[config.mk]
export PLATFORM = sky130hd
export DESIGN_NAME = pedal_deadband_scaler_core
export DESIGN_NICKNAME = d
export VERILOG_FILES = /design/src/rtl/pds_pkg.sv /design/src/rtl/pds_div.sv /design/src/rtl/pds_front.sv /design/src/rtl/pds_back.sv /design/src/rtl/pedal_deadband_scaler_core.sv
export SDC_FILE = /design/constraint.sdc
export NUM_CORES = 1
export LEC_CHECK = 0
export ABC_AREA = 1
export BUFFER_PORTS_ARGS = -buffer_cell sky130_fd_sc_hd__buf_2
export CORE_MARGIN = 2
export CORE_UTILIZATION = 65
export CTS_BUF_LIST = sky130_fd_sc_hd__clkbuf_8
export CTS_CLUSTER_DIAMETER = 100
export DETAILED_ROUTE_END_ITERATION = 6
export PLACE_DENSITY = 0.86
export SLEW_MARGIN = 20
export SYNTH_ARGS = -nofsm -noshare
export SYNTH_HDL_FRONTEND = slang
export SYNTH_SLANG_ARGS = --single-unit
[constraint.sdc]
create_clock -name i_clk -period 7.45 [get_ports i_clk]
set_clock_uncertainty 0.15 [all_clocks]
set_input_delay 0.745 -clock i_clk [delete_from_list [all_inputs] [get_ports i_clk]]
set_output_delay 0.745 -clock i_clk [all_outputs]
set_load 0.01 [all_outputs]
[src/rtl/pds_pkg.sv]
package pds_pkg;

    localparam int KIND_W     = 2;
    localparam int DB_W       = 4;
    localparam int MARGIN_W   = 6;
    localparam int LEVEL_W    = 7;
    localparam int LIVE_W     = 8;
    localparam int CFG_IDX_W  = 1;
    localparam int CFG_DATA_W = 6;
    localparam int WIN_DEPTH  = 3;

    typedef logic [KIND_W-1:0]    t_kind;
    typedef logic [CFG_IDX_W-1:0] t_cfg_idx;

    localparam t_kind KIND_SAMPLE    = 2'd0;
    localparam t_kind KIND_CAL_START = 2'd1;
    localparam t_kind KIND_CAL_STOP  = 2'd2;
    localparam t_kind KIND_LINEAR    = 2'd3;

    localparam t_cfg_idx CFG_IDX_DEADBAND = 1'd0;
    localparam t_cfg_idx CFG_IDX_MARGIN   = 1'd1;

    localparam logic [DB_W-1:0]     DEADBAND_RESET = 4'd2;
    localparam logic [MARGIN_W-1:0] MARGIN_RESET   = 6'd4;
    localparam logic [LEVEL_W-1:0]  LEVEL_MAX      = 7'd127;

    typedef struct packed {
        logic [DB_W-1:0]     deadband;
        logic [MARGIN_W-1:0] edge_margin;
    } t_cfg;

    typedef struct packed {
        logic               report_valid;
        logic [LEVEL_W-1:0] pedal_level;
        logic               live_valid;
        logic [LIVE_W-1:0]  live_value;
    } t_result;

endpackage

[src/rtl/pds_div.sv]
module pds_div #(
    parameter int DIVIDEND_W = 15,
    parameter int DIVISOR_W  = 8
) (
    input  logic                  i_clk,
    input  logic                  i_rst_n,
    input  logic                  i_start,
    input  logic [DIVIDEND_W-1:0] i_dividend,
    input  logic [DIVISOR_W-1:0]  i_divisor,
    output logic                  o_done,
    output logic [DIVIDEND_W-1:0] o_quotient
);

    localparam int CNT_W = $clog2(DIVIDEND_W + 1);

    logic                  r_busy;
    logic                  r_done;
    logic [CNT_W-1:0]      r_cnt;
    logic [DIVISOR_W-1:0]  r_rem;
    logic [DIVIDEND_W-1:0] r_quo;
    logic [DIVISOR_W-1:0]  r_div;

    logic [DIVISOR_W:0] trial;
    logic [DIVISOR_W:0] trial_sub;
    logic               fits;

    assign trial     = {r_rem, r_quo[DIVIDEND_W-1]};
    assign fits      = trial >= {1'b0, r_div};
    assign trial_sub = trial - {1'b0, r_div};

    always_ff @(posedge i_clk) begin
        if (!i_rst_n) begin
            r_busy <= 1'b0;
            r_done <= 1'b0;
            r_cnt  <= '0;
        end else begin
            r_done <= 1'b0;
            if (i_start) begin
                r_busy <= 1'b1;
                r_cnt  <= CNT_W'(DIVIDEND_W);
            end else if (r_busy) begin
                r_cnt <= r_cnt - 1'b1;
                if (r_cnt == CNT_W'(1)) begin
                    r_busy <= 1'b0;
                    r_done <= 1'b1;
                end
            end
        end
    end

    always_ff @(posedge i_clk) begin
        if (i_start) begin
            r_rem <= '0;
            r_quo <= i_dividend;
            r_div <= i_divisor;
        end else if (r_busy) begin
            r_rem <= fits ? trial_sub[DIVISOR_W-1:0] : trial[DIVISOR_W-1:0];
            r_quo <= {r_quo[DIVIDEND_W-2:0], fits};
        end
    end

    assign o_done     = r_done;
    assign o_quotient = r_quo;

endmodule

[src/rtl/pds_front.sv]
module pds_front #(
    parameter int SAMPLE_BITS = 8
) (
    input  logic                   i_clk,
    input  logic                   i_rst_n,
    input  logic                   i_valid,
    output logic                   o_ready,
    input  pds_pkg::t_kind         i_kind,
    input  logic [SAMPLE_BITS-1:0] i_sample,
    output logic                   o_q_valid,
    input  logic                   i_q_ready,
    output pds_pkg::t_kind         o_q_kind,
    output logic [SAMPLE_BITS-1:0] o_q_sample
);

    import pds_pkg::*;

    localparam int QDEPTH = 2;
    localparam int PTR_W  = $clog2(QDEPTH);
    localparam int CNT_W  = $clog2(QDEPTH + 1);

    t_kind                  r_kind   [QDEPTH];
    logic [SAMPLE_BITS-1:0] r_sample [QDEPTH];
    logic [PTR_W-1:0]       r_wr_ptr;
    logic [PTR_W-1:0]       r_rd_ptr;
    logic [CNT_W-1:0]       r_count;

    logic                   push;
    logic                   pop;
    logic [SAMPLE_BITS-1:0] n_sample;

    assign o_ready   = r_count != CNT_W'(QDEPTH);
    assign o_q_valid = r_count != '0;
    assign push      = i_valid && o_ready;
    assign pop       = o_q_valid && i_q_ready;

    // drop the payload of control words
    assign n_sample = (i_kind == KIND_SAMPLE) ? i_sample : '0;

    always_ff @(posedge i_clk) begin
        if (!i_rst_n) begin
            r_wr_ptr <= '0;
            r_rd_ptr <= '0;
            r_count  <= '0;
        end else begin
            if (push) begin
                r_wr_ptr <= r_wr_ptr + 1'b1;
            end
            if (pop) begin
                r_rd_ptr <= r_rd_ptr + 1'b1;
            end
            if (push && !pop) begin
                r_count <= r_count + 1'b1;
            end else if (pop && !push) begin
                r_count <= r_count - 1'b1;
            end
        end
    end

    always_ff @(posedge i_clk) begin
        if (push) begin
            r_kind[r_wr_ptr]   <= i_kind;
            r_sample[r_wr_ptr] <= n_sample;
        end
    end

    assign o_q_kind   = r_kind[r_rd_ptr];
    assign o_q_sample = r_sample[r_rd_ptr];

endmodule

[src/rtl/pds_back.sv]
module pds_back #(
    parameter int SAMPLE_BITS = 8
) (
    input  logic                   i_clk,
    input  logic                   i_rst_n,
    input  pds_pkg::t_cfg          i_cfg,
    input  logic                   i_q_valid,
    output logic                   o_q_ready,
    input  pds_pkg::t_kind         i_q_kind,
    input  logic [SAMPLE_BITS-1:0] i_q_sample,
    output logic                   o_valid,
    input  logic                   i_ready,
    output pds_pkg::t_result       o_result
);

    import pds_pkg::*;

    localparam int SB      = SAMPLE_BITS;
    localparam int DW      = SAMPLE_BITS + LEVEL_W;
    localparam int SUM_W   = SAMPLE_BITS + 2;
    localparam int RECIP_K = SUM_W + 2;
    localparam int PROD_W  = SUM_W + RECIP_K;

    localparam logic [RECIP_K-1:0] RECIP_DEPTH =
        RECIP_K'(((1 << RECIP_K) + WIN_DEPTH - 1) / WIN_DEPTH);

    localparam logic [2:0] ST_IDLE  = 3'd0;
    localparam logic [2:0] ST_AVG   = 3'd1;
    localparam logic [2:0] ST_CMP   = 3'd2;
    localparam logic [2:0] ST_SCALE = 3'd3;
    localparam logic [2:0] ST_DONE  = 3'd4;

    logic [2:0]    r_state,   n_state;
    logic [SB-1:0] r_win [WIN_DEPTH];
    logic [SB-1:0] n_win [WIN_DEPTH];
    logic [1:0]    r_phase,   n_phase;
    logic [SB-1:0] r_avg,     n_avg;
    logic          r_cal,     n_cal;
    logic [SB-1:0] r_bnd_lo,  n_bnd_lo;
    logic [SB-1:0] r_bnd_hi,  n_bnd_hi;
    logic [SB-1:0] r_cap_lo,  n_cap_lo;
    logic [SB-1:0] r_cap_hi,  n_cap_hi;
    logic          r_cap_seen, n_cap_seen;
    logic          r_out_valid, n_out_valid;
    logic [SB-1:0] r_sample,  n_sample;
    t_result       r_res,     n_res;
    t_result       r_out,     n_out;

    logic          div_start;
    logic [DW-1:0] div_dividend;
    logic [SB-1:0] div_divisor;
    logic          div_done;
    logic [DW-1:0] div_quotient;

    logic [SUM_W-1:0]   sum3;
    logic [PROD_W-1:0]  avg_prod;
    logic [1:0]         phase_inc;
    logic [SB:0]        s_ext;
    logic [SB:0]        avg_ext;
    logic [SB:0]        db_ext;
    logic [SB:0]        margin_ext;
    logic               outside;
    logic [SB:0]        lo_trim;
    logic [SB:0]        lo_twice;
    logic [SB:0]        span_raw;
    logic               span_ok;
    logic [SB-1:0]      span;
    logic               diff_ok;
    logic [SB:0]        diff_raw;
    logic [DW-1:0]      diff_ext;
    logic [DW-1:0]      scale_dividend;
    logic [LEVEL_W-1:0] level_v;
    logic [LEVEL_W-1:0] level;
    t_result            res_zero;
    t_result            res_report;

    assign sum3      = SUM_W'(r_win[0]) + SUM_W'(r_win[1]) + SUM_W'(r_win[2]);
    assign avg_prod  = PROD_W'(sum3) * PROD_W'(RECIP_DEPTH);
    assign phase_inc = r_phase + 2'd1;

    assign s_ext      = {1'b0, r_sample};
    assign avg_ext    = {1'b0, r_avg};
    assign db_ext     = (SB+1)'(i_cfg.deadband);
    assign margin_ext = (SB+1)'(i_cfg.edge_margin);
    assign outside    = (s_ext > avg_ext + db_ext) || (s_ext + db_ext < avg_ext);

    assign lo_trim  = {1'b0, r_bnd_lo} + margin_ext;
    assign lo_twice = lo_trim + margin_ext;
    assign span_ok  = {1'b0, r_bnd_hi} > lo_twice;
    assign span_raw = {1'b0, r_bnd_hi} - lo_twice;
    assign span     = span_ok ? span_raw[SB-1:0] : SB'(1);
    assign diff_ok  = s_ext > lo_trim;
    assign diff_raw = s_ext - lo_trim;
    assign diff_ext = DW'(diff_raw[SB-1:0]);
    assign scale_dividend = (diff_ext << LEVEL_W) - diff_ext;

    assign level_v = (|div_quotient[DW-1:LEVEL_W]) ? LEVEL_MAX : div_quotient[LEVEL_W-1:0];
    assign level   = LEVEL_MAX - level_v;

    assign res_zero = '0;

    always_comb begin
        res_report              = '0;
        res_report.report_valid = 1'b1;
        res_report.live_valid   = 1'b1;
        res_report.pedal_level  = level;
        res_report.live_value   = LIVE_W'(level);
    end

    assign div_start    = (r_state == ST_CMP) && outside && diff_ok;
    assign div_dividend = scale_dividend;
    assign div_divisor  = span;

    pds_div #(
        .DIVIDEND_W (DW),
        .DIVISOR_W  (SB)
    ) u_div (
        .i_clk      (i_clk),
        .i_rst_n    (i_rst_n),
        .i_start    (div_start),
        .i_dividend (div_dividend),
        .i_divisor  (div_divisor),
        .o_done     (div_done),
        .o_quotient (div_quotient)
    );

    assign o_q_ready = r_state == ST_IDLE;

    always_comb begin
        n_state     = r_state;
        n_win       = r_win;
        n_phase     = r_phase;
        n_avg       = r_avg;
        n_cal       = r_cal;
        n_bnd_lo    = r_bnd_lo;
        n_bnd_hi    = r_bnd_hi;
        n_cap_lo    = r_cap_lo;
        n_cap_hi    = r_cap_hi;
        n_cap_seen  = r_cap_seen;
        n_sample    = r_sample;
        n_res       = r_res;
        n_out       = r_out;
        n_out_valid = r_out_valid && !i_ready;

        case (r_state)
            ST_IDLE: begin
                if (i_q_valid) begin
                    n_sample = i_q_sample;
                    n_res    = res_zero;
                    n_state  = ST_DONE;
                    case (i_q_kind)
                        KIND_SAMPLE: begin
                            if (r_cal) begin
                                if (!r_cap_seen) begin
                                    n_cap_lo   = i_q_sample;
                                    n_cap_hi   = i_q_sample;
                                    n_cap_seen = 1'b1;
                                end else begin
                                    if (i_q_sample < r_cap_lo) begin
                                        n_cap_lo = i_q_sample;
                                    end
                                    if (i_q_sample > r_cap_hi) begin
                                        n_cap_hi = i_q_sample;
                                    end
                                end
                                n_res.live_valid = 1'b1;
                                n_res.live_value = i_q_sample[LIVE_W-1:0];
                            end else begin
                                n_win[0] = i_q_sample;
                                n_win[1] = r_win[0];
                                n_win[2] = r_win[1];
                                if (phase_inc == 2'(WIN_DEPTH)) begin
                                    n_phase = 2'd0;
                                    n_state = ST_AVG;
                                end else begin
                                    n_phase = phase_inc;
                                    n_state = ST_CMP;
                                end
                            end
                        end
                        KIND_CAL_START: begin
                            n_cal      = 1'b1;
                            n_cap_seen = 1'b0;
                        end
                        KIND_CAL_STOP: begin
                            if (r_cap_seen) begin
                                n_bnd_lo = r_cap_lo;
                                n_bnd_hi = r_cap_hi;
                            end
                            n_cal = 1'b0;
                        end
                        KIND_LINEAR: begin
                            n_bnd_lo   = '0;
                            n_bnd_hi   = SB'(LEVEL_MAX);
                            n_cap_lo   = '0;
                            n_cap_hi   = SB'(LEVEL_MAX);
                            n_cap_seen = 1'b1;
                        end
                        default: begin
                            n_state = ST_DONE;
                        end
                    endcase
                end
            end
            ST_AVG: begin
                n_avg   = avg_prod[RECIP_K +: SB];
                n_state = ST_CMP;
            end
            ST_CMP: begin
                if (!outside) begin
                    n_state = ST_DONE;
                end else if (!diff_ok) begin
                    n_res                  = res_zero;
                    n_res.report_valid     = 1'b1;
                    n_res.live_valid       = 1'b1;
                    n_res.pedal_level      = LEVEL_MAX;
                    n_res.live_value       = LIVE_W'(LEVEL_MAX);
                    n_state                = ST_DONE;
                end else begin
                    n_state = ST_SCALE;
                end
            end
            ST_SCALE: begin
                if (div_done) begin
                    n_res   = res_report;
                    n_state = ST_DONE;
                end
            end
            ST_DONE: begin
                if (!r_out_valid || i_ready) begin
                    n_out       = r_res;
                    n_out_valid = 1'b1;
                    n_state     = ST_IDLE;
                end
            end
            default: begin
                n_state = ST_IDLE;
            end
        endcase
    end

    always_ff @(posedge i_clk) begin
        if (!i_rst_n) begin
            r_state     <= ST_IDLE;
            r_win[0]    <= '0;
            r_win[1]    <= '0;
            r_win[2]    <= '0;
            r_phase     <= '0;
            r_avg       <= '0;
            r_cal       <= 1'b0;
            r_bnd_lo    <= '0;
            r_bnd_hi    <= SB'(LEVEL_MAX);
            r_cap_lo    <= '0;
            r_cap_hi    <= '0;
            r_cap_seen  <= 1'b0;
            r_out_valid <= 1'b0;
        end else begin
            r_state     <= n_state;
            r_win       <= n_win;
            r_phase     <= n_phase;
            r_avg       <= n_avg;
            r_cal       <= n_cal;
            r_bnd_lo    <= n_bnd_lo;
            r_bnd_hi    <= n_bnd_hi;
            r_cap_lo    <= n_cap_lo;
            r_cap_hi    <= n_cap_hi;
            r_cap_seen  <= n_cap_seen;
            r_out_valid <= n_out_valid;
        end
    end

    always_ff @(posedge i_clk) begin
        r_sample <= n_sample;
        r_res    <= n_res;
        r_out    <= n_out;
    end

    assign o_valid  = r_out_valid;
    assign o_result = r_out;

endmodule

[src/rtl/pedal_deadband_scaler_core.sv]
// channel  direction  handshake            payload
// input    in         i_valid / o_ready    i_kind, i_sample
// result   out        o_valid / i_ready    o_report_valid, o_pedal_level,
//                                          o_live_valid, o_live_value
// config   in         i_cfg_wr_en          i_cfg_index, i_cfg_wdata
//
// Control words and calibration samples pass from the queue through ST_DONE to the
// result register. A sample that refreshes the average also passes ST_AVG for the
// reciprocal multiply; a reported sample waits in ST_SCALE on the serial divider,
// which sets the worst case.
// Reset is synchronous, active low; no clearing pass is needed.
// A two-word queue lets input words be taken while a result waits on i_ready.
module pedal_deadband_scaler_core #(
    parameter int SAMPLE_BITS = 8
) (
    input  logic                            i_clk,
    input  logic                            i_rst_n,
    input  logic                            i_valid,
    output logic                            o_ready,
    input  pds_pkg::t_kind                  i_kind,
    input  logic [SAMPLE_BITS-1:0]          i_sample,
    output logic                            o_valid,
    input  logic                            i_ready,
    output logic                            o_report_valid,
    output logic [pds_pkg::LEVEL_W-1:0]     o_pedal_level,
    output logic                            o_live_valid,
    output logic [pds_pkg::LIVE_W-1:0]      o_live_value,
    input  logic                            i_cfg_wr_en,
    input  pds_pkg::t_cfg_idx               i_cfg_index,
    input  logic [pds_pkg::CFG_DATA_W-1:0]  i_cfg_wdata
);

    import pds_pkg::*;

    t_cfg                   r_cfg;
    logic                   q_valid;
    logic                   q_ready;
    t_kind                  q_kind;
    logic [SAMPLE_BITS-1:0] q_sample;
    t_result                result;

    always_ff @(posedge i_clk) begin
        if (!i_rst_n) begin
            r_cfg.deadband    <= DEADBAND_RESET;
            r_cfg.edge_margin <= MARGIN_RESET;
        end else if (i_cfg_wr_en) begin
            case (i_cfg_index)
                CFG_IDX_DEADBAND: r_cfg.deadband    <= i_cfg_wdata[DB_W-1:0];
                CFG_IDX_MARGIN:   r_cfg.edge_margin <= i_cfg_wdata[MARGIN_W-1:0];
                default: begin
                    r_cfg <= r_cfg;
                end
            endcase
        end
    end

    pds_front #(
        .SAMPLE_BITS (SAMPLE_BITS)
    ) u_front (
        .i_clk      (i_clk),
        .i_rst_n    (i_rst_n),
        .i_valid    (i_valid),
        .o_ready    (o_ready),
        .i_kind     (i_kind),
        .i_sample   (i_sample),
        .o_q_valid  (q_valid),
        .i_q_ready  (q_ready),
        .o_q_kind   (q_kind),
        .o_q_sample (q_sample)
    );

    pds_back #(
        .SAMPLE_BITS (SAMPLE_BITS)
    ) u_back (
        .i_clk      (i_clk),
        .i_rst_n    (i_rst_n),
        .i_cfg      (r_cfg),
        .i_q_valid  (q_valid),
        .o_q_ready  (q_ready),
        .i_q_kind   (q_kind),
        .i_q_sample (q_sample),
        .o_valid    (o_valid),
        .i_ready    (i_ready),
        .o_result   (result)
    );

    assign o_report_valid = result.report_valid;
    assign o_pedal_level  = result.pedal_level;
    assign o_live_valid   = result.live_valid;
    assign o_live_value   = result.live_value;

endmodule

# Word level (Yosys, flattened, before mapping)

Memory sizes are Yosys's and may differ from the RTL's. A register that Yosys moved wholly into a read port is not among the register bits.
Index checks and enable logic that the tools add are counted.

Add/sub/neg operators: 17
Multipliers: 1
Multiplexer cells: 53
Reductions and logical operators: 38
Equality and inequality tests: 19
$lt $le $gt $ge: 7
Bitwise logic cells: 4

Operator list:

| operator               | number |
|---|---|
| $mux 8                 | 10 |
| $mux 17                | 4 |
| $pmux 8 s2             | 4 |
| $pmux 17 s3            | 1 |
| $mux 15                | 2 |
| $gt 8x9->1             | 3 |
| $sub 8x8->8            | 3 |
| $mux 3                 | 7 |
| $mul 10x10->19 const B | 1 |
| $add 8x4->9            | 2 |
| $mux 9                 | 2 |
| $pmux 3 s5             | 1 |
| $reduce_and 5->1       | 3 |
| $sub 15x8->15          | 1 |
| $mux 1                 | 13 |
| $reduce_and 4->1       | 3 |
| $reduce_bool 2->1      | 6 |
| $add 10x8->10          | 1 |
| $ne 2x1->1 const B     | 5 |
| $add 8x6->9            | 1 |
| $add 8x8->9            | 1 |
| $add 9x6->9            | 1 |
| $ge 9x8->1             | 1 |
| $lt 9x8->1             | 1 |
| 31 further kinds       | 62 |

Memories: 2
Flip-flop bits (word level): 165
Memory bits (writable): 20
Input port bits: 22
Output and inout bits: 19

Memories:

| memory           | depth | width | read ports | clocked after memory_dff | write ports | line            | text |
|---|---|---|---|---|---|---|---|
| u_front.r_sample | 2     | 8     | 1          | 1                        | 1           | pds_front.sv:23 | `logic [SAMPLE_BITS-1:0] r_sample [QDEPTH];` |
| u_front.r_kind   | 2     | 2     | 1          | 1                        | 1           | pds_front.sv:22 | `t_kind r_kind [QDEPTH];` |

# Depth between registers and ports, before layout

Gate-level depths: netlist of run 1.

Word-level depth: 7
Gate-level depth with buffers: 36

# Hierarchy

From an unflattened synthesis of run 1, not the netlist that was laid out.

Cells, all modules: 1527
Area, all modules: 12783.5 um^2

By module, submodules not included:

| module                     | area an instance (um^2) | sequential area each (um^2) | cells each | times used |
|---|---|---|---|---|
| pds_back                   | 9302.7                  | 2702.6                      | 1139       | 1 |
| pds_div                    | 2054.5                  | 970.9                       | 250        | 1 |
| pds_front                  | 1047.3                  | 700.7                       | 86         | 1 |
| pedal_deadband_scaler_core | 379.1                   | 200.2                       | 52         | 1 |

# Least setup slack after synthesis of run 1

OpenSTA, ideal clock, no wires.

Kind: register -> register
From: reg u_back.r_win[8] (netlist name)
To: reg u_back.r_avg[7]
Setup slack: 1.416 ns
Arrival time: 5.775 ns
Period minus slack after synthesis: 6.034 ns
Stages on the path, launching flop included: 30
Buffers on the path: 0
Path through: dfxtp_1 ha_1 inv_1 fa_1 fa_1 o21ai_0 a21oi_1 o21ai_0 nand2_1 nand2_1 a21oi_1 xor2_1 inv_1 ha_1 ha_1 fa_1 fa_1 fa_1 ha_1 nand2_1 nand2_1 o21bai_1 a21oi_1 nand2_1 nand2_1 nand3b_1 nand3_1 nand3_1 nand2_1 inv_1

Longest elaborated chain between the ends: 3

Ends and longest elaborated chain:

| what                   | line            | text |
|---|---|---|
| from (decl)            | pds_back.sv:34  | `logic [SB-1:0] r_win [WIN_DEPTH];` |
| from (signal assigned) | pds_back.sv:259 | `r_win <= n_win;` |
| $add 8x8->9            | pds_back.sv:77  | `assign sum3 = SUM_W'(r_win[0]) + SUM_W'(r_win[1]) + SUM_W'(r_win[2]);` |
| $add 10x8->10          | pds_back.sv:77  |  |
| $mul 10x10->19         | pds_back.sv:78  | `assign avg_prod = PROD_W'(sum3) * PROD_W'(RECIP_DEPTH);` |
| to (signal assigned)   | pds_back.sv:261 | `r_avg <= n_avg;` |
| to (decl)              | pds_back.sv:37  | `logic [SB-1:0] r_avg, n_avg;` |

Every way passes these cells.
A chain may end at the register's enable or synchronous reset.

# Final worst setup path of run 1

Ends and elaborated chain as after synthesis.

==> flow_summary.toml, run 1 <==
[run_status]
outcome = "finished, final reports clean"

[clock_network]
path_clk_slew_ps = 110
cts_hold_buf = 0
tritoncts = "done"
cts-resized-gates = 0
cts_root_buf = "clkbuf_8"
clk_latency_ps = 490
htreeDepth = 4
clock_sinks = 186
postCtsSetupRepairBufs = 0
tritoncts.num_buffers = 17
cts_buffer_depth = 2

[final_layout]
diodes = 0
final_layout_size_suffix_gt1_frac = 0.07309
fin_util = 0.7000
final_common_cell = "nand2_1"
area_growth_pct = 6.414
seqCellArea_um2 = 4574
finalNetCount = 1783
multi_input_comb_area_um2 = 7047
final_cell_mix = "nand2_1 (283), inv_1 (244), ha_1 (158)"
final_cells = 1852
fill_cells = 1467

[place]
place_congestion = 0.9430
dpl_worst_slack_ps = 953.9
dp_hpwl_um = 21000
dp_cells = 1820
portBuffers = 40

[hold_path]
min_path_cells = 0
hold_class = "flip-flop to flip-flop"

[synthesis]
synth_edf_count = 85
synth_async_sr_flop_share = 0
synth_ff_type = "dfxtp_1"
syn_area_per_cell_um2 = 8.243
synth_nets = 1752
postSynthCellCount = 1543
synth_area_um2 = 12720
synth.yosys.seq_area_share = 0.3597
yosysUniqueCellTypes = 50
synth-seq-cells = 186
yosys_warnings = 0

[floorplan]
die-area_um2 = 20700
die_width_um = 143.9
rows = 51
die_h_um = 143.9
ios = 41
core_um2 = 19330
initial_core_util = 0.6578

[critical_path]
critPathLaunchType = "flip-flop"
cp.depth = 34
criticalPathCategory = "flip-flop to flip-flop"
cpMostUsedCell = "nand2_1"
arrival_ps = 6810
slowest_delay_ps = 540
critPathBufInv = 6
cp.required_ps = 7730
crit_path_end_kind = "flip-flop"
slowest_stage = "fa_1"
path_max_fanout = 4
crit_family = "adder cells"
reg2reg_depth = 34

[timing]
setup_violations = 0
slew_violations = 0
timing.final.crit_share = 0.8760
min_period_ps = 6526
slew_headroom = 0.3906
finalHoldViolations = 0
finalWorstSetupSlack_ps = 923.6
rsz0062_at_grt = "no"
worstMarginPinSlew_ps = 914.1
max_freq_ghz = 0.1532
setup_tns_ps = 0

[job]
drv_cap = 0

[drt]
drc = 0
vias_per_cell = 5.527
first_pass_iters = 6
dr.first_iter.drc_count = 602
detail_route.wl_per_cell_um = 14.84
ant_nets = 0
drt_wl_total_um = 27490
vias = 10240

[grt]
grt_pass1_wl_um = 45340
grt_usage = 0.2755
first_global_vias = 9895
grt_start_max_net_pins = 54
antenna_found_initial = 0
grt_remaining_overflow = 0
[cell type report]
class / instances / share of cell area
timing repair buffer: 45 / 0.01756
sequential: 186 / 0.3380
multi-input combinational: 1072 / 0.5207
clock buffer: 17 / 0.01729
tap: 265 / 0.02450
clock inverter: 15 / 0.01211
inverter: 252 / 0.06989
[registers in the layout, summed over array words and instances (netlist names), 10 cells and up, named ones only]
register                 cells
u_back.u_div.o_quotient     15
r_cfg                       10
u_back.r_res                17
u_front.r_sample            16
u_back.o_result             17
u_back.r_win                24
[synth_stat cells (18+ instances only)]
library cell,instances,area share
nor2_1,110,0.032
a21oi_1,139,0.055
inv_1,244,0.072
ha_1,158,0.16
xnor2_1,27,0.019
o21ai_0,87,0.034
nand3_1,73,0.029
nand2_1,283,0.084
dfxtp_1,101,0.16
edfxtp_1,85,0.20
nor3_1,18,0.0071
xor2_1,37,0.025
clkbuf_1,18,0.0053
fa_1,29,0.046
[kinds of logic after synthesis]
| group | count (synthesis) | synth area share |
|---|---|---|
| compound gates | 285 | 0.1232 |
| xor+xnor | 66 | 0.04752 |
| fa+ha+maj | 187 | 0.2011 |
| buf+inv | 285 | 0.08716 |
| flops | 186 | 0.3597 |
| simple gates | 534 | 0.1814 |
[stage by stage]
step | hold WS, ps | cell area (um2)
final | 276.0 | 13530
after global routing | 263.5 | 13530
after CTS | 275.2 | 13530
after detailed placement | 254.5 | 13130
after global placement | 252.3 | 13130
after floorplan | 250.3 | 12720
[layer usage]
metal	GRT usage	part of all wire	vias up
li1	-	-	5154
met1	0.3383	0.41	4722
met2	0.4812	0.50	291
met3	0.04299	0.055	69
met4	0.1171	0.034	0
met5	0	0	-
[worst paths after layout]
| kind | startpoint | to | slack, ps |
|---|---|---|---|
| max | u_back.r_win[8]$_SDFFE_PN0P_ | u_back.r_avg[7]$_SDFFE_PN0P_ | 920 |
| min | u_back.r_res[11]$_DFFE_PP_ | u_back.o_result[11]$_DFFE_PP_ | 280 |
| max reg2reg | u_back.r_win[8]$_SDFFE_PN0P_ | u_back.r_avg[7]$_SDFFE_PN0P_ | 920 |
| min reg2reg | u_back.r_res[11]$_DFFE_PP_ | u_back.o_result[11]$_DFFE_PP_ | 280 |
Power of run 1 is not shown: default switching activity piles up to over one toggle a cycle in this logic, so the estimate is an artifact.
==> run 2: changes to the inputs <==
Settings changed: ABC_AREA 1 to unset.
==> run 2 against run 1 <==
Critical path depth decreased by 9. Hold slack got worse by 2.6 ps. Sequential share of layout area increased by 1.1 points. Via count decreased by 8.3%. First-iteration DRC count increased by 28%. Critical endpoint unchanged. Worst setup slack got worse by 440 ps. Flip-flop and latch count unchanged. Largest cell class unchanged. Cell count decreased by 15%.
==> flow_summary.toml, run 2 <==
[timing]
worstMarginPinSlew_ps = 1079
setup_tns_ps = 0
finalHoldViolations = 0
rsz0062_at_grt = "no"
min_period_ps = 6966
timing.final.crit_share = 0.9350
slew_violations = 0
setup_violations = 0
slew_headroom = 0.2805
max_freq_ghz = 0.1436

[final_layout]
area_growth_pct = 5.845
final_layout_size_suffix_gt1_frac = 0.07958
finalNetCount = 1528
largest_reg_flops = 24
fin_area_um2 = 13100
top_register = "u_back.r_win"
final_cell_mix = "ha_1 (158), inv_1 (125), nand2_1 (108)"
final_common_cell = "ha_1"
fill_cells = 1339
diodes = 0

[clock_network]
cts_buffer_depth = 2
postCtsSetupRepairBufs = 0
clock_sinks = 186
tritoncts.num_buffers = 17
tritoncts = "done"
cts_root_buf = "clkbuf_8"
htreeDepth = 4
path_clk_slew_ps = 100
clk_latency_ps = 470

[synthesis]
synthSimpleGateAreaFrac = 0.1383
postSynthCellCount = 1293
synth_async_sr_flop_share = 0
yosysMostFrequentCell = "ha_1"
yosys-top-cells-area = "edfxtp_1 (21%), dfxtp_1 (16%), ha_1 (16%)"
synth.yosys.seq_area_share = 0.3697
synth-seq-cells = 186
synth_edf_count = 85
post-synth-top-area-cell = "edfxtp_1"
synthMuxAreaShare = 0.02478
yosys_warnings = 0
synth_common_cells = "ha_1 (158), inv_1 (123), nand2_1 (108)"
syn_area_per_cell_um2 = 9.569
synth_top_area_share = 0.2063
synth_compound_area_frac = 0.1616
synth_adder_area_share = 0.2067
synth_top_family_by_area = "adder cells"
synth_area_um2 = 12370
synth_xor_area_frac = 0.04813
synth_nets = 1502
synth_ff_type = "dfxtp_1"
yosysUniqueCellTypes = 73

[run_status]
outcome = "finished, final reports clean"

[critical_path]
startpoint = "u_back.r_win[16]$_SDFFE_PN0P_"
rr_endpoint = "u_back.r_avg[7]$_SDFFE_PN0P_"
cpMostUsedCell = "ha_1"
reg2reg_from = "u_back.r_win[16]$_SDFFE_PN0P_"
reg2reg_depth = 25
cp-endpoint = "u_back.r_avg[7]$_SDFFE_PN0P_"
critPathLaunchType = "flip-flop"
reg2reg_slack_ps = 480
criticalPathCategory = "flip-flop to flip-flop"
slowest_delay_ps = 580
cp.required_ps = 7670
path_max_fanout = 4
slowest_stage = "fa_1"
arrival_ps = 7190
crit_path_end_kind = "flip-flop"

[floorplan]
initial_core_util = 0.6615
die-area_um2 = 20160
die_h_um = 142.0
die_width_um = 142.0
ios = 41
rows = 50
core_um2 = 18710

[grt]
grt_start_max_net_pins = 46
first_global_vias = 9149
grt_remaining_overflow = 0
antenna_found_initial = 0
grt_usage = 0.2705
grt_pass1_wl_um = 43310

[job]
drv_cap = 0

[pwr]
ir_drop_uv = 185.7
p_leak_nw = 5.591
pwr_density_cell_nw_per_um2 = 343.8
p_total_mw = 4.502

[hold_path]
hold_class = "flip-flop to flip-flop"

[drt]
drc = 0
vias_per_cell = 5.993
first_pass_iters = 6
ant_nets = 0
vias = 9385
detail_route.wl_per_cell_um = 16.76
dr.first_iter.drc_count = 768
drt_wl_total_um = 26240

[place]
portBuffers = 40
place_congestion = 0.9163
dp_hpwl_um = 20140
placed_area_um2 = 12730
## run 2: cell count changes in the layout (fill, tap and decap cells not counted), sizes merged, moves of 16 or more
cell,previous run,this run
nand2,288,109
inv,260,134
a21oi,140,99
nor2,116,80
nand3,76,43
o21ai,100,75
a21o,3,25
nand2b,1,23
nor2b,0,21
mux2i,0,16
xnor2,27,43
## run 2: metal layers
layer,global-route usage,share of wire
met5,0,0
met4,0.09842,0.027
met3,0.04946,0.056
met2,0.4499,0.47
met1,0.3559,0.45
## run 2: worst max-delay path, delay by kind of cell, from the launching register on
family | cells | cell delay [ps]
xor+xnor | 2 | 400
simple gates | 6 | 1090
fa+ha+maj | 9 | 3300
buf+inv | 1 | 60
compound gates | 7 | 1500
flops | 1 | 370
## run 2: cell families after synthesis
group	after synthesis
multiplexers	27
AND/OR/NAND/NOR	356
buffers and inverters	160
adder cells (fa/ha/maj)	187
AO/OA/AOI/OAI	309
XOR/XNOR	68
flip-flops	186
## run 2: how the worst min path moves through the flow
stage	from	endpoint	slack [ps]	cells after the start
floorplan	u_back.r_res[0]$_DFFE_PP_	u_back.o_result[0]$_DFFE_PP_	250	0
global placement	u_back.r_res[7]$_DFFE_PP_	u_back.o_result[7]$_DFFE_PP_	250	0
detailed placement	u_back.r_res[9]$_DFFE_PP_	u_back.o_result[9]$_DFFE_PP_	250	0
CTS	u_back.r_res[12]$_DFFE_PP_	u_back.o_result[12]$_DFFE_PP_	270	0
global route	u_back.r_res[10]$_DFFE_PP_	u_back.o_result[10]$_DFFE_PP_	280	0
finish	u_back.r_res[9]$_DFFE_PP_	u_back.o_result[9]$_DFFE_PP_	270	0
## run 2: power breakdown
group / switching (mW) / internal [mW] / leakage [nW]
Sequential: 0.177 / 1.38 / 1.62
Clock: 0.386 / 0.240 / 0.196
Combinational: 1.39 / 0.926 / 3.77
Total: 1.95 / 2.55 / 5.59
## run 2: cell type report
cell class	count	area [um2]	area share
Multi-Input combinational cell	947	7181	0.5483
Sequential cell	186	4574	0.3493
Inverter	125	474.2	0.03621
Tap cell	234	292.8	0.02236
Clock buffer	17	234.0	0.01787
Timing Repair Buffer	42	215.2	0.01643
Clock inverter	15	125.1	0.009554
## run 2: what timing repair did
action | CTS | global route
hold endpoints to repair | 0 | 0
gates resized for setup | 0 | 3
endpoints found under the setup margin | 0 | 1
hold buffers | 0 | 0
## run 2: stage by stage
stage | utilization | hold slack (ps) | setup WS [ps] | cells
after global routing | 0.7001 | 280.1 | 58.46 | 1566
final | 0.7001 | 273.4 | 484.3 | 1566
after global placement | 0.6804 | 251.1 | 701.0 | 1534
after detailed placement | 0.6804 | 254.5 | 435.1 | 1534
after floorplan | - | 250.3 | 972.0 | 1293
after CTS | 0.6996 | 274.1 | 405.3 | 1566
No activity file was read; power rests on OpenSTA's default activity.
==> run 3: changes to the inputs <==
Settings changed: CORE_MARGIN 2 to unset, PLACE_DENSITY 0.86 to 0.93, REMOVE_ABC_BUFFERS set to 1.
==> run 3 against run 2 <==
Hold slack better by 11 ps. Routed wire length is 6.2% higher. Global-route usage is 2.7 points higher. Flip-flop and latch count stayed put. Sequential share of layout area is 0.26 points lower. Clock power is 14% higher. Non-clock buffer count is 5 higher. Cell count is 0.32% higher. First-iteration DRC count is 15% higher. Sequential power hardly changed. Maximum frequency is 1.7% lower. Via count is 4.1% higher. Critical path type unchanged. Largest cell class unchanged. Largest power group unchanged.
==> flow_summary.toml, run 3 (synthesized netlist as in run 2, its figures left out) <==
[critical_path]
arrival_ps = 7330
path_max_fanout = 4
criticalPathCategory = "flip-flop to flip-flop"
cp.required_ps = 7690
critPathLaunchType = "flip-flop"
crit_path_end_kind = "flip-flop"

[pwr]
p_int_mw = 2.592
comb_power_share = 0.511
pwr_density_cell_nw_per_um2 = 354.6
switching_share = 0.4460
p_total_mw = 4.678
p_seq_frac = 0.336
p_clk_frac = 0.152
power_switching_mw = 2.087
ir_drop_uv = 322.7
p_leak_nw = 5.627

[timing]
min_period_ps = 7083
slew_headroom = 0.3856
worstMarginPinSlew_ps = 895.9
setup_tns_ps = 0
timing.final.crit_share = 0.9507
setup_violations = 0
whs_ps = 284.6
max_freq_ghz = 0.1412
slew_violations = 0
finalHoldViolations = 0
rsz0062_at_grt = "no"

[drt]
vias = 9767
drt_wl_total_um = 27860
drc = 0
detail_route.wl_per_cell_um = 17.73
ant_nets = 0
routedLengthMet1_um = 11210
routed.top_layer = "met4"
vias_per_cell = 6.217
first_pass_iters = 5
dr.first_iter.drc_count = 885
route.met2.wl_um = 13840
dr_wl_met3_um = 1694

[grt]
antenna_found_initial = 0
grt_usage = 0.2979
grt_start_max_net_pins = 43
grt_remaining_overflow = 0
grt_pass1_wl_um = 46730
first_global_vias = 9808

[final_layout]
final_cell_mix = "ha_1 (158), inv_1 (122), nand2_1 (108)"
finalNetCount = 1533
largest_reg_flops = 24
final_common_cell = "ha_1"
seqCellArea_um2 = 4574
multi_input_comb_area_um2 = 7172
final_layout_size_suffix_gt1_frac = 0.08452
area_growth_pct = 6.634
fill_cells = 1258
top_register = "u_back.r_win"
diodes = 0

[clock_network]
cts_root_buf = "clkbuf_8"
tritoncts = "done"
cts_hold_buf = 0
path_clk_slew_ps = 110
clock_sinks = 186
postCtsSetupRepairBufs = 0
htreeDepth = 4
clk_latency_ps = 500
cts_buffer_depth = 2
tritoncts.num_buffers = 17

[place]
portBuffers = 40
place_congestion = 0.9300
dp_hpwl_um = 21180

[floorplan]
rows = 50
ios = 41
core_um2 = 18710
die_h_um = 140.0
die_width_um = 140.0
die-area_um2 = 19590
initial_core_util = 0.6615

[run_status]
outcome = "finished, final reports clean"

[hold_path]
hold_class = "flip-flop to flip-flop"

[job]
drv_cap = 0
-- run 3: cell count changes in the layout (fill, tap and decap cells not counted), moves of 2 or more --
cell	previous run	this run
inv_12	0	3
clkinv_4	4	0
inv_1	125	122
inv_8	2	4
clkinv_8	1	4
buf_4	2	7
-- run 3: stage by stage --
| stage | worst slack, ps | instances | cell area, um2 | util |
|---|---|---|---|---|
| after floorplan | 972.0 | 1258 | 12220 | - |
| after global placement | 703.9 | 1539 | 12760 | 0.6824 |
| after detailed placement | 374.0 | 1539 | 12760 | 0.6824 |
| after CTS | 346.1 | 1571 | 13190 | 0.7053 |
| after global routing | 2.036 | 1571 | 13190 | 0.7054 |
| final | 366.9 | 1571 | 13190 | 0.7054 |
-- run 3: final cells by class --
type	instances	share of cell area
Sequential cell	186	0.3467
Inverter	125	0.03594
Timing Repair Buffer	47	0.01916
Clock buffer	17	0.01773
Tap cell	234	0.02219
Clock inverter	15	0.01470
Multi-Input combinational cell	947	0.5436
-- run 3: worst paths after layout --
path	depth (start not counted)	from	slack, ps	endpoint
worst max-delay path	25	u_back.r_win[8]$_SDFFE_PN0P_	370	u_back.r_avg[7]$_SDFFE_PN0P_
worst min-delay path	0	u_back.r_res[15]$_DFFE_PP_	280	u_back.o_result[15]$_DFFE_PP_
worst max register to register	25	u_back.r_win[8]$_SDFFE_PN0P_	370	u_back.r_avg[7]$_SDFFE_PN0P_
worst min register to register	0	u_back.r_res[15]$_DFFE_PP_	280	u_back.o_result[15]$_DFFE_PP_
-- run 3: routing by layer --
metal / vias to the layer above / global-route usage
met2: 375 / 0.5137
met1: 4638 / 0.3567
met5: - / 0
li1: 4651 / -
met3: 103 / 0.05026
met4: 0 / 0.1596
-- run 3: repair_timing --
| action | in CTS | in global routing |
|---|---|---|
| setup endpoints to repair | 0 | 1 |
| endpoints found under the hold margin | 0 | 0 |
| gates resized for setup | 0 | 1 |
-- run 3: power by group through the flow --
stage	clock network [mW]	logic, mW	registers [mW]
floorplan	0	1.73	1.54
global placement	0	2.18	1.57
detailed placement	0	2.33	1.59
CTS	0.715	2.36	1.57
global route	0.754	2.65	1.60
finish	0.712	2.39	1.57
-- run 3: critical path, cell delays in order (launching register included) --
cell	delay (ps)
dfxtp_1	370
ha_1	180
inv_1	60
fa_1	390
xnor2_1	150
ha_1	320
nor2b_1	150
o21ai_0	140
nand2b_1	110
a21o_1	180
a21o_1	200
a31oi_1	330
xor2_1	240
ha_1	280
ha_1	350
fa_1	480
fa_1	590
fa_1	440
ha_1	310
nand2_1	50
a21o_1	160
a21boi_0	310
o21ai_0	230
and4_1	270
or3_1	310
a41o_1	230
